<file path="src/sv/ldifp_pkg.sv">
// Shared types, constants and helpers for the delimited integer field parser.
package ldifp_pkg;

  localparam int unsigned FIELD_COUNT_DEF = 5;
  localparam int unsigned OUT_FIELDS      = 5;
  localparam int unsigned FIELD_W         = 16;
  localparam int unsigned MAG_W           = 16;

  localparam logic [7:0] CHAR_A     = 8'h61;
  localparam logic [7:0] CHAR_NL    = 8'h0a;
  localparam logic [7:0] CHAR_PLUS  = 8'h2b;
  localparam logic [7:0] CHAR_MINUS = 8'h2d;
  localparam logic [7:0] CHAR_0     = 8'h30;
  localparam logic [7:0] CHAR_9     = 8'h39;

  localparam logic [FIELD_W-1:0] FIELD_NONE = '1;
  localparam logic [MAG_W-1:0]   MAG_CAP    = 16'h8000;
  localparam logic [MAG_W-1:0]   POS_MAX    = 16'h7fff;

  typedef enum logic [3:0] {
    PH_SKIP  = 4'b0001,
    PH_SIGN  = 4'b0010,
    PH_DIGIT = 4'b0100,
    PH_STOP  = 4'b1000
  } num_phase_e;

  typedef struct packed {
    logic clear;
    logic stop;
    logic feed;
  } num_ctl_t;

  function automatic logic is_space(input logic [7:0] b);
    return (b == 8'h20) || (b == 8'h09) || (b == 8'h0b) || (b == 8'h0c) || (b == 8'h0d);
  endfunction

endpackage

</file>
<file path="src/sv/ldifp_num.sv">
// Decimal number accumulator: whitespace skip, sign, saturating digit accumulate.
module ldifp_num (
  input  logic                          clk_i,
  input  logic                          rst_ni,
  input  ldifp_pkg::num_ctl_t           ctl_i,
  input  logic [7:0]                    byte_i,
  output logic [ldifp_pkg::FIELD_W-1:0] value_o
);
  import ldifp_pkg::*;

  num_phase_e       phase_q, phase_d;
  logic             neg_q, neg_d;
  logic [MAG_W-1:0] mag_q, mag_d;
  logic [MAG_W+3:0] mag_next;
  logic             is_digit;

  assign is_digit = (byte_i >= CHAR_0) && (byte_i <= CHAR_9);
  assign mag_next = {1'b0, mag_q, 3'b000} + {3'b000, mag_q, 1'b0}
                  + {{(MAG_W){1'b0}}, 4'(byte_i - CHAR_0)};

  always_comb begin
    phase_d = phase_q;
    neg_d   = neg_q;
    mag_d   = mag_q;
    if (ctl_i.clear) begin
      phase_d = PH_SKIP;
      neg_d   = 1'b0;
      mag_d   = '0;
    end else if (ctl_i.stop) begin
      phase_d = PH_STOP;
    end else if (ctl_i.feed && phase_q != PH_STOP) begin
      if (is_digit) begin
        mag_d   = (mag_next > {4'b0000, MAG_CAP}) ? MAG_CAP : mag_next[MAG_W-1:0];
        phase_d = PH_DIGIT;
      end else if (phase_q == PH_SKIP && is_space(byte_i)) begin
        phase_d = PH_SKIP;
      end else if (phase_q == PH_SKIP && (byte_i == CHAR_PLUS || byte_i == CHAR_MINUS)) begin
        neg_d   = (byte_i == CHAR_MINUS);
        phase_d = PH_SIGN;
      end else begin
        phase_d = PH_STOP;
      end
    end
  end

  always_ff @(posedge clk_i or negedge rst_ni) begin
    if (!rst_ni) begin
      phase_q <= PH_SKIP;
      neg_q   <= 1'b0;
      mag_q   <= '0;
    end else begin
      phase_q <= phase_d;
      neg_q   <= neg_d;
      mag_q   <= mag_d;
    end
  end

  assign value_o = neg_q ? FIELD_W'(-mag_q) : ((mag_q > POS_MAX) ? POS_MAX : mag_q);

`ifndef SYNTHESIS
  a_mag_cap: assert property (@(posedge clk_i) disable iff (!rst_ni)
    mag_q <= MAG_CAP) else $error("magnitude above cap");
  a_clear: assert property (@(posedge clk_i) disable iff (!rst_ni)
    ctl_i.clear |=> (mag_q == '0 && !neg_q)) else $error("number not cleared");
  a_sign_no_mag: assert property (@(posedge clk_i) disable iff (!rst_ni)
    phase_q == PH_SIGN |-> mag_q == '0) else $error("magnitude set before digits");
`endif

endmodule

</file>
<file path="src/sv/letter_delimited_int_field_parser_unit.sv">
// Top level: parses a byte stream into letter-delimited signed decimal fields per line.
// One received byte is taken per beat, one every cycle with no gaps needed while the
// input stall is low; a newline produces one result beat (the input register loads at
// acceptance, the result register when the newline advances out of it), all other bytes
// produce none. The per-byte work is a single pass through the delimiter check and the
// decimal accumulate. Input stall is raised only when a newline waits in the input
// register while the result register is still held by out_stall_i. An invalid line
// reports -1 in every field with both present flags low.
module letter_delimited_int_field_parser_unit #(
  parameter int unsigned FIELD_COUNT = ldifp_pkg::FIELD_COUNT_DEF
) (
  input  logic                                 clk_i,
  input  logic                                 rst_ni,
  input  logic                                 in_valid_i,
  output logic                                 in_stall_o,
  input  logic [7:0]                           rx_byte_i,
  output logic                                 out_valid_o,
  input  logic                                 out_stall_i,
  output logic signed [ldifp_pkg::FIELD_W-1:0] field_angle_o,
  output logic signed [ldifp_pkg::FIELD_W-1:0] yellow_angle_o,
  output logic signed [ldifp_pkg::FIELD_W-1:0] yellow_distance_o,
  output logic                                 yellow_present_o,
  output logic signed [ldifp_pkg::FIELD_W-1:0] blue_angle_o,
  output logic signed [ldifp_pkg::FIELD_W-1:0] blue_distance_o,
  output logic                                 blue_present_o
);
  import ldifp_pkg::*;

  localparam int unsigned EXP_W = $clog2(FIELD_COUNT + 1);

  logic               in_v_q;
  logic [7:0]         byte_q;
  logic               adv, is_nl, is_letter, all_seen, line_ok;
  logic [7:0]         letter_k, exp_ext;
  logic [EXP_W-1:0]   exp_q;
  logic               bad_q, bbf_q;
  logic               fld_wr;
  num_ctl_t           num_ctl;
  logic [FIELD_W-1:0] num_val;
  logic [FIELD_W-1:0] fld_q [FIELD_COUNT];
  logic [FIELD_W-1:0] res_fld [OUT_FIELDS];
  logic               out_v_q;
  logic [FIELD_W-1:0] res_q [OUT_FIELDS];
  logic               ypres_q, bpres_q;

  assign is_nl     = (byte_q == CHAR_NL);
  assign all_seen  = (exp_q == EXP_W'(FIELD_COUNT));
  assign is_letter = (byte_q >= CHAR_A) && (byte_q < CHAR_A + 8'(FIELD_COUNT));
  assign letter_k  = byte_q - CHAR_A;
  assign exp_ext   = 8'(exp_q);
  assign line_ok   = !bad_q && all_seen;

  assign adv        = in_v_q && (!is_nl || !(out_v_q && out_stall_i));
  assign in_stall_o = in_v_q && !adv;

  always_ff @(posedge clk_i or negedge rst_ni) begin
    if (!rst_ni) begin
      in_v_q <= 1'b0;
    end else if (in_valid_i && !in_stall_o) begin
      in_v_q <= 1'b1;
    end else if (adv) begin
      in_v_q <= 1'b0;
    end
  end

  always_ff @(posedge clk_i) begin
    if (in_valid_i && !in_stall_o) begin
      byte_q <= rx_byte_i;
    end
  end

  always_comb begin
    num_ctl = '0;
    fld_wr  = 1'b0;
    if (adv) begin
      if (is_nl) begin
        num_ctl.clear = 1'b1;
      end else if (!all_seen) begin
        if (is_letter && letter_k == exp_ext) begin
          num_ctl.clear = 1'b1;
          fld_wr        = 1'b1;
        end else if (is_letter && letter_k > exp_ext) begin
          num_ctl.stop = 1'b1;
        end else begin
          num_ctl.feed = 1'b1;
        end
      end
    end
  end

  always_ff @(posedge clk_i or negedge rst_ni) begin
    if (!rst_ni) begin
      exp_q <= '0;
      bad_q <= 1'b0;
      bbf_q <= 1'b0;
    end else if (adv) begin
      if (is_nl) begin
        exp_q <= '0;
        bad_q <= 1'b0;
        bbf_q <= 1'b0;
      end else if (!all_seen) begin
        if (fld_wr) begin
          if (exp_q == '0 && !bbf_q) begin
            bad_q <= 1'b1;
          end
          exp_q <= exp_q + EXP_W'(1);
        end else if (num_ctl.stop) begin
          bad_q <= 1'b1;
          if (exp_q == '0) begin
            bbf_q <= 1'b1;
          end
        end else if (exp_q == '0) begin
          bbf_q <= 1'b1;
        end
      end
    end
  end

  always_ff @(posedge clk_i) begin
    for (int i = 0; i < FIELD_COUNT; i++) begin
      if (fld_wr && exp_q == EXP_W'(i)) begin
        fld_q[i] <= num_val;
      end
    end
  end

  ldifp_num u_num (
    .clk_i   (clk_i),
    .rst_ni  (rst_ni),
    .ctl_i   (num_ctl),
    .byte_i  (byte_q),
    .value_o (num_val)
  );

  for (genvar k = 0; k < OUT_FIELDS; k++) begin : g_res
    if (k < FIELD_COUNT) begin : g_used
      assign res_fld[k] = line_ok ? fld_q[k] : FIELD_NONE;
    end else begin : g_none
      assign res_fld[k] = FIELD_NONE;
    end
  end

  always_ff @(posedge clk_i or negedge rst_ni) begin
    if (!rst_ni) begin
      out_v_q <= 1'b0;
    end else if (adv && is_nl) begin
      out_v_q <= 1'b1;
    end else if (!out_stall_i) begin
      out_v_q <= 1'b0;
    end
  end

  always_ff @(posedge clk_i) begin
    if (adv && is_nl) begin
      for (int k = 0; k < OUT_FIELDS; k++) begin
        res_q[k] <= res_fld[k];
      end
      ypres_q <= (res_fld[1] != FIELD_NONE);
      bpres_q <= (res_fld[3] != FIELD_NONE);
    end
  end

  assign out_valid_o       = out_v_q;
  assign field_angle_o     = res_q[0];
  assign yellow_angle_o    = res_q[1];
  assign yellow_distance_o = res_q[2];
  assign yellow_present_o  = ypres_q;
  assign blue_angle_o      = res_q[3];
  assign blue_distance_o   = res_q[4];
  assign blue_present_o    = bpres_q;

`ifndef SYNTHESIS
  a_exp_range: assert property (@(posedge clk_i) disable iff (!rst_ni)
    exp_q <= EXP_W'(FIELD_COUNT)) else $error("delimiter index out of range");
  a_nl_clears: assert property (@(posedge clk_i) disable iff (!rst_ni)
    adv && is_nl |=> (exp_q == '0 && !bad_q && !bbf_q)) else $error("line state not cleared");
  a_stall_cause: assert property (@(posedge clk_i) disable iff (!rst_ni)
    in_stall_o |-> (in_v_q && is_nl && out_v_q && out_stall_i)) else $error("spurious stall");
  a_out_new: assert property (@(posedge clk_i) disable iff (!rst_ni)
    $rose(out_v_q) |-> $past(adv && is_nl)) else $error("result without newline");
  a_present: assert property (@(posedge clk_i) disable iff (!rst_ni)
    out_v_q |-> (yellow_present_o == (yellow_angle_o != FIELD_NONE)
              && blue_present_o == (blue_angle_o != FIELD_NONE)))
    else $error("present flag mismatch");
`endif

endmodule

</file>
<file path="config.mk">
export PLATFORM = sky130hd
export DESIGN_NAME = letter_delimited_int_field_parser_unit
export DESIGN_NICKNAME = d
export VERILOG_FILES = /design/src/sv/ldifp_pkg.sv /design/src/sv/ldifp_num.sv /design/src/sv/letter_delimited_int_field_parser_unit.sv
export SDC_FILE = /design/constraint.sdc
export NUM_CORES = 1
export LEC_CHECK = 0
export ABC_AREA = 1
export BUFFER_PORTS_ARGS = -buffer_cell sky130_fd_sc_hd__buf_2
export CAP_MARGIN = 20
export CORE_MARGIN = 8
export CORE_UTILIZATION = 30
export DETAILED_ROUTE_END_ITERATION = 10
export PLACE_DENSITY = 0.48
export SLEW_MARGIN = 30
export SYNTH_ARGS = -nofsm -noshare
export SYNTH_HDL_FRONTEND = slang
export SYNTH_SLANG_ARGS = --single-unit
</file>
<file path="constraint.sdc">
create_clock -name clk_i -period 3.59 [get_ports clk_i]
set_input_delay 0.718 -clock clk_i [delete_from_list [all_inputs] [get_ports clk_i]]
set_output_delay 0.718 -clock clk_i [all_outputs]
set_load 0.05 [all_outputs]
</file>
==> impl_metrics.py <==
metrics = {
    "cts": {
        "cts_resized": 0,
        "clock-sinks": 198,
        "post_cts_buffers": 0,
        "cts_hold_buf": 0,
        "cts_tree": "yes",
        "path_clk_slew_ns": 0.09,
        "clockBufferDepth": 2,
        "h-tree-depth": 4,
        "numCtsBuffers": 17,
        "clock-root-buffer": "clkbuf_16",
        "clk_latency_ns": 0.44,
    },
    "logic_synthesis": {
        "synth_area_leader_cell": "edfxtp_1",
        "synth_ff_type": "edfxtp_1",
        "syn_area_mm2": 0.009432,
        "synth_nets": 906,
        "async_flop_share": 0.1414,
        "netlist_instances": 847,
        "synth-seq-area-share": 0.6157,
        "synth_common_cells": "edfxtp_1, nand2_1, inv_1",
        "synth.ff_latch_count": 198,
        "syn_avg_cell_area_um2": 11.14,
        "netlist-cell-type-count": 44,
        "ys.warnings.count": 0,
        "synth.most_common_cell": "edfxtp_1",
        "synth_edf_count": 170,
        "yosysTopAreaCellShare": 0.5413,
        "ys_top_cells_by_area": "edfxtp_1, dfrtp_1, nand2_1, ha_1, or2_2",
    },
    "layout": {
        "insertedDiodeCount": 0,
        "drive_gt1_frac": 0.2784,
        "area_growth_syn_to_layout_pct": 17.29,
        "fillers": 3153,
        "nNetsFinal": 1016,
        "fin_cells": 1372,
    },
    "place": {
        "dp_cells": 1340,
        "io_buffers": 95,
        "globalplace.congestion": 0.8442,
        "hpwl_um": 16270,
    },
    "global_routing": {
        "track_usage": 0.1168,
        "antenna_found_initial": 0,
        "gr-total-overflow": 0,
        "grt_pass1_vias": 6061,
        "grt_start_max_net_pins": 85,
        "grt_pass1_wl_um": 34810,
    },
    "route": {
        "via_per_inst": 4.428,
        "detail-route-antenna-nets": 0,
        "routedWlPerCell_um": 15.72,
        "drtPass1Iterations": 4,
        "vias": 6075,
        "route.detailed.drc": 0,
        "wl_um": 21570,
        "drt_iter0_markers": 385,
    },
    "timing": {
        "finClkSkew_ns": 0.02308,
        "fin_setup_tns_ns": 0,
        "setup_violations": 0,
        "tightestPinTransition_ns": 0.9784,
        "finalMaxSlewViolations": 0,
        "period_share": 0.8666,
        "max_slew_margin": 0.3408,
        "hold_viol_final": 0,
        "rsz0062_at_grt": "false",
        "finalCriticalPeriod_ns": 3.111,
        "clock.fmax_ghz": 0.3214,
    },
    "critical_path": {
        "crit_required_ns": 3.95,
        "cp.arrival_ns": 3.47,
        "reg2reg_to": "u_num.mag_q[10]",
        "start_kind": "register",
        "critPathMaxStageDelay_ns": 0.56,
        "endpoint": "u_num.mag_q[10]",
        "worstSetupEndpointType": "register",
        "worst-setup-path-type": "register to register",
        "worstReg2RegStart": "byte_q[3]",
        "crit_start": "byte_q[3]",
        "rrSetupSlack_ns": 0.48,
        "crit_path_max_fanout": 9,
        "cpMostUsedCell": "nand3_1",
        "worstPathCellList": "inv_1, fa_1, fa_1, inv_1, nand3_1, nand2_1, nand2_1, nand2_1, nand3_1, nand3_1, nand3_1, nor2_4, nand2_4, o21ai_2",
        "r2r_cells": 14,
        "slowest_stage": "fa_1",
    },
    "floorplan": {
        "dieHeight_um": 193.3,
        "num_io_pins": 96,
        "die_w_um": 193.3,
        "die-area_mm2": 0.03737,
        "start_util": 0.3020,
        "rows": 65,
        "coreArea_mm2": 0.03123,
    },
    "power_and_ir_drop": {
        "cellLeakagePower_uw": 0.004188,
        "p_per_area_mw_per_mm2": 813.7,
        "ir_drop_v": 0.0003673,
        "p_total_uw": 9001,
    },
    "min_path": {
        "min_path_type": "input pin to async pin",
    },
    "outcome": {
        "outcome": "finished, final reports clean",
    },
    "run": {
        "maxCapViolations": 0,
    },
}
[worst max-delay path: cells and delay by family (launching register included)]
family                     cells  cell delay, ns
AOI/OAI and AO/OA              1            0.14
adders and majority gates      2            1.03
buffers and inverters          2            0.26
DFF                            1            0.54
and+or+nand+nor                9            1.05
[worst min-delay path by stage]
stage | start | endpoint | cells past startpoint
CTS | rst_ni | out_valid_o | 1
finish | rst_ni | out_valid_o | 1
floorplan | rst_ni | bad_q | 0
global route | rst_ni | out_valid_o | 1
global placement | u_num.phase_q[0] | u_num.phase_q[0] | 2
detailed placement | u_num.phase_q[0] | u_num.phase_q[0] | 2
[logic make-up after synthesis]
logic type / count (synthesis) / synth area share
compound gates: 76 / 0.04789
xor+xnor: 2 / 0.001858
fa+ha+maj: 47 / 0.06394
buf+inv: 109 / 0.04882
flops: 198 / 0.6157
simple gates: 415 / 0.2218
[placed cells by master (no fill, tap or decap), types with 4 or more instances in the layout]
cell type / count
nand3_1: 53
clkinv_8: 4
a21oi_1: 19
nor3_1: 6
nand4_1: 20
buf_2: 95
nand2_1: 166
inv_2: 5
inv_8: 4
nor2_4: 5
or2_2: 81
edfxtp_1: 170
nand3b_1: 4
nand2_2: 4
inv_1: 86
nor2_1: 47
nand3_2: 11
ha_1: 45
o21ai_2: 9
o21ai_0: 36
buf_4: 11
dfrtp_1: 27
clkbuf_16: 17
[report_power, final]
group	internal [uW]	leakage [uW]	switching [uW]
registers	2770	0.00160	238
clock network	1030	0.000306	996
logic	1290	0.00228	2670
total	5100	0.00419	3900
[layout make-up]
| class | instances | area [um^2] | share of cell area |
|---|---|---|---|
| tap | 402 | 503.0 | 0.04547 |
| inverter | 93 | 355.3 | 0.03212 |
| clock buffer | 17 | 425.4 | 0.03846 |
| clock inverter | 15 | 214.0 | 0.01934 |
| sequential | 198 | 5807 | 0.5249 |
| multi-input combinational | 540 | 3179 | 0.2874 |
| timing repair buffer | 107 | 578.1 | 0.05226 |
[per-layer routing]
layer	part of all wire	wire, um	GRT usage
met3	0.032	693	0.02621
met2	0.47	10190	0.1913
met5	0	0	0
met4	0.0041	89	0.02737
met1	0.49	10590	0.1554
[metrics by stage]
stage	cell area, um^2	hold WS [ns]	setup slack (ns)	utilization
after detailed placement	10420	0.4648	0.4958	0.3337
after floorplan	9432	0.4224	0.3723	-
after CTS	11060	0.3221	0.4551	0.3542
final	11060	0.3029	0.4790	0.3542
after global placement	10420	0.4634	0.5857	0.3336
after global routing	11060	0.3393	0.2069	0.3542
[sequential cells by signal, indices dropped and copies added, names as in the netlist]
register          count
in_v_q                1
yellow_present_o      1
bbf_q                 1
fld_q                80
u_num.neg_q           1
bad_q                 1
u_num.phase_q         4
out_valid_o           1
exp_q                 3
byte_q                8
u_num.mag_q          16
res_q                80
blue_present_o        1
Note: power is estimated with default switching activity, not from simulation.
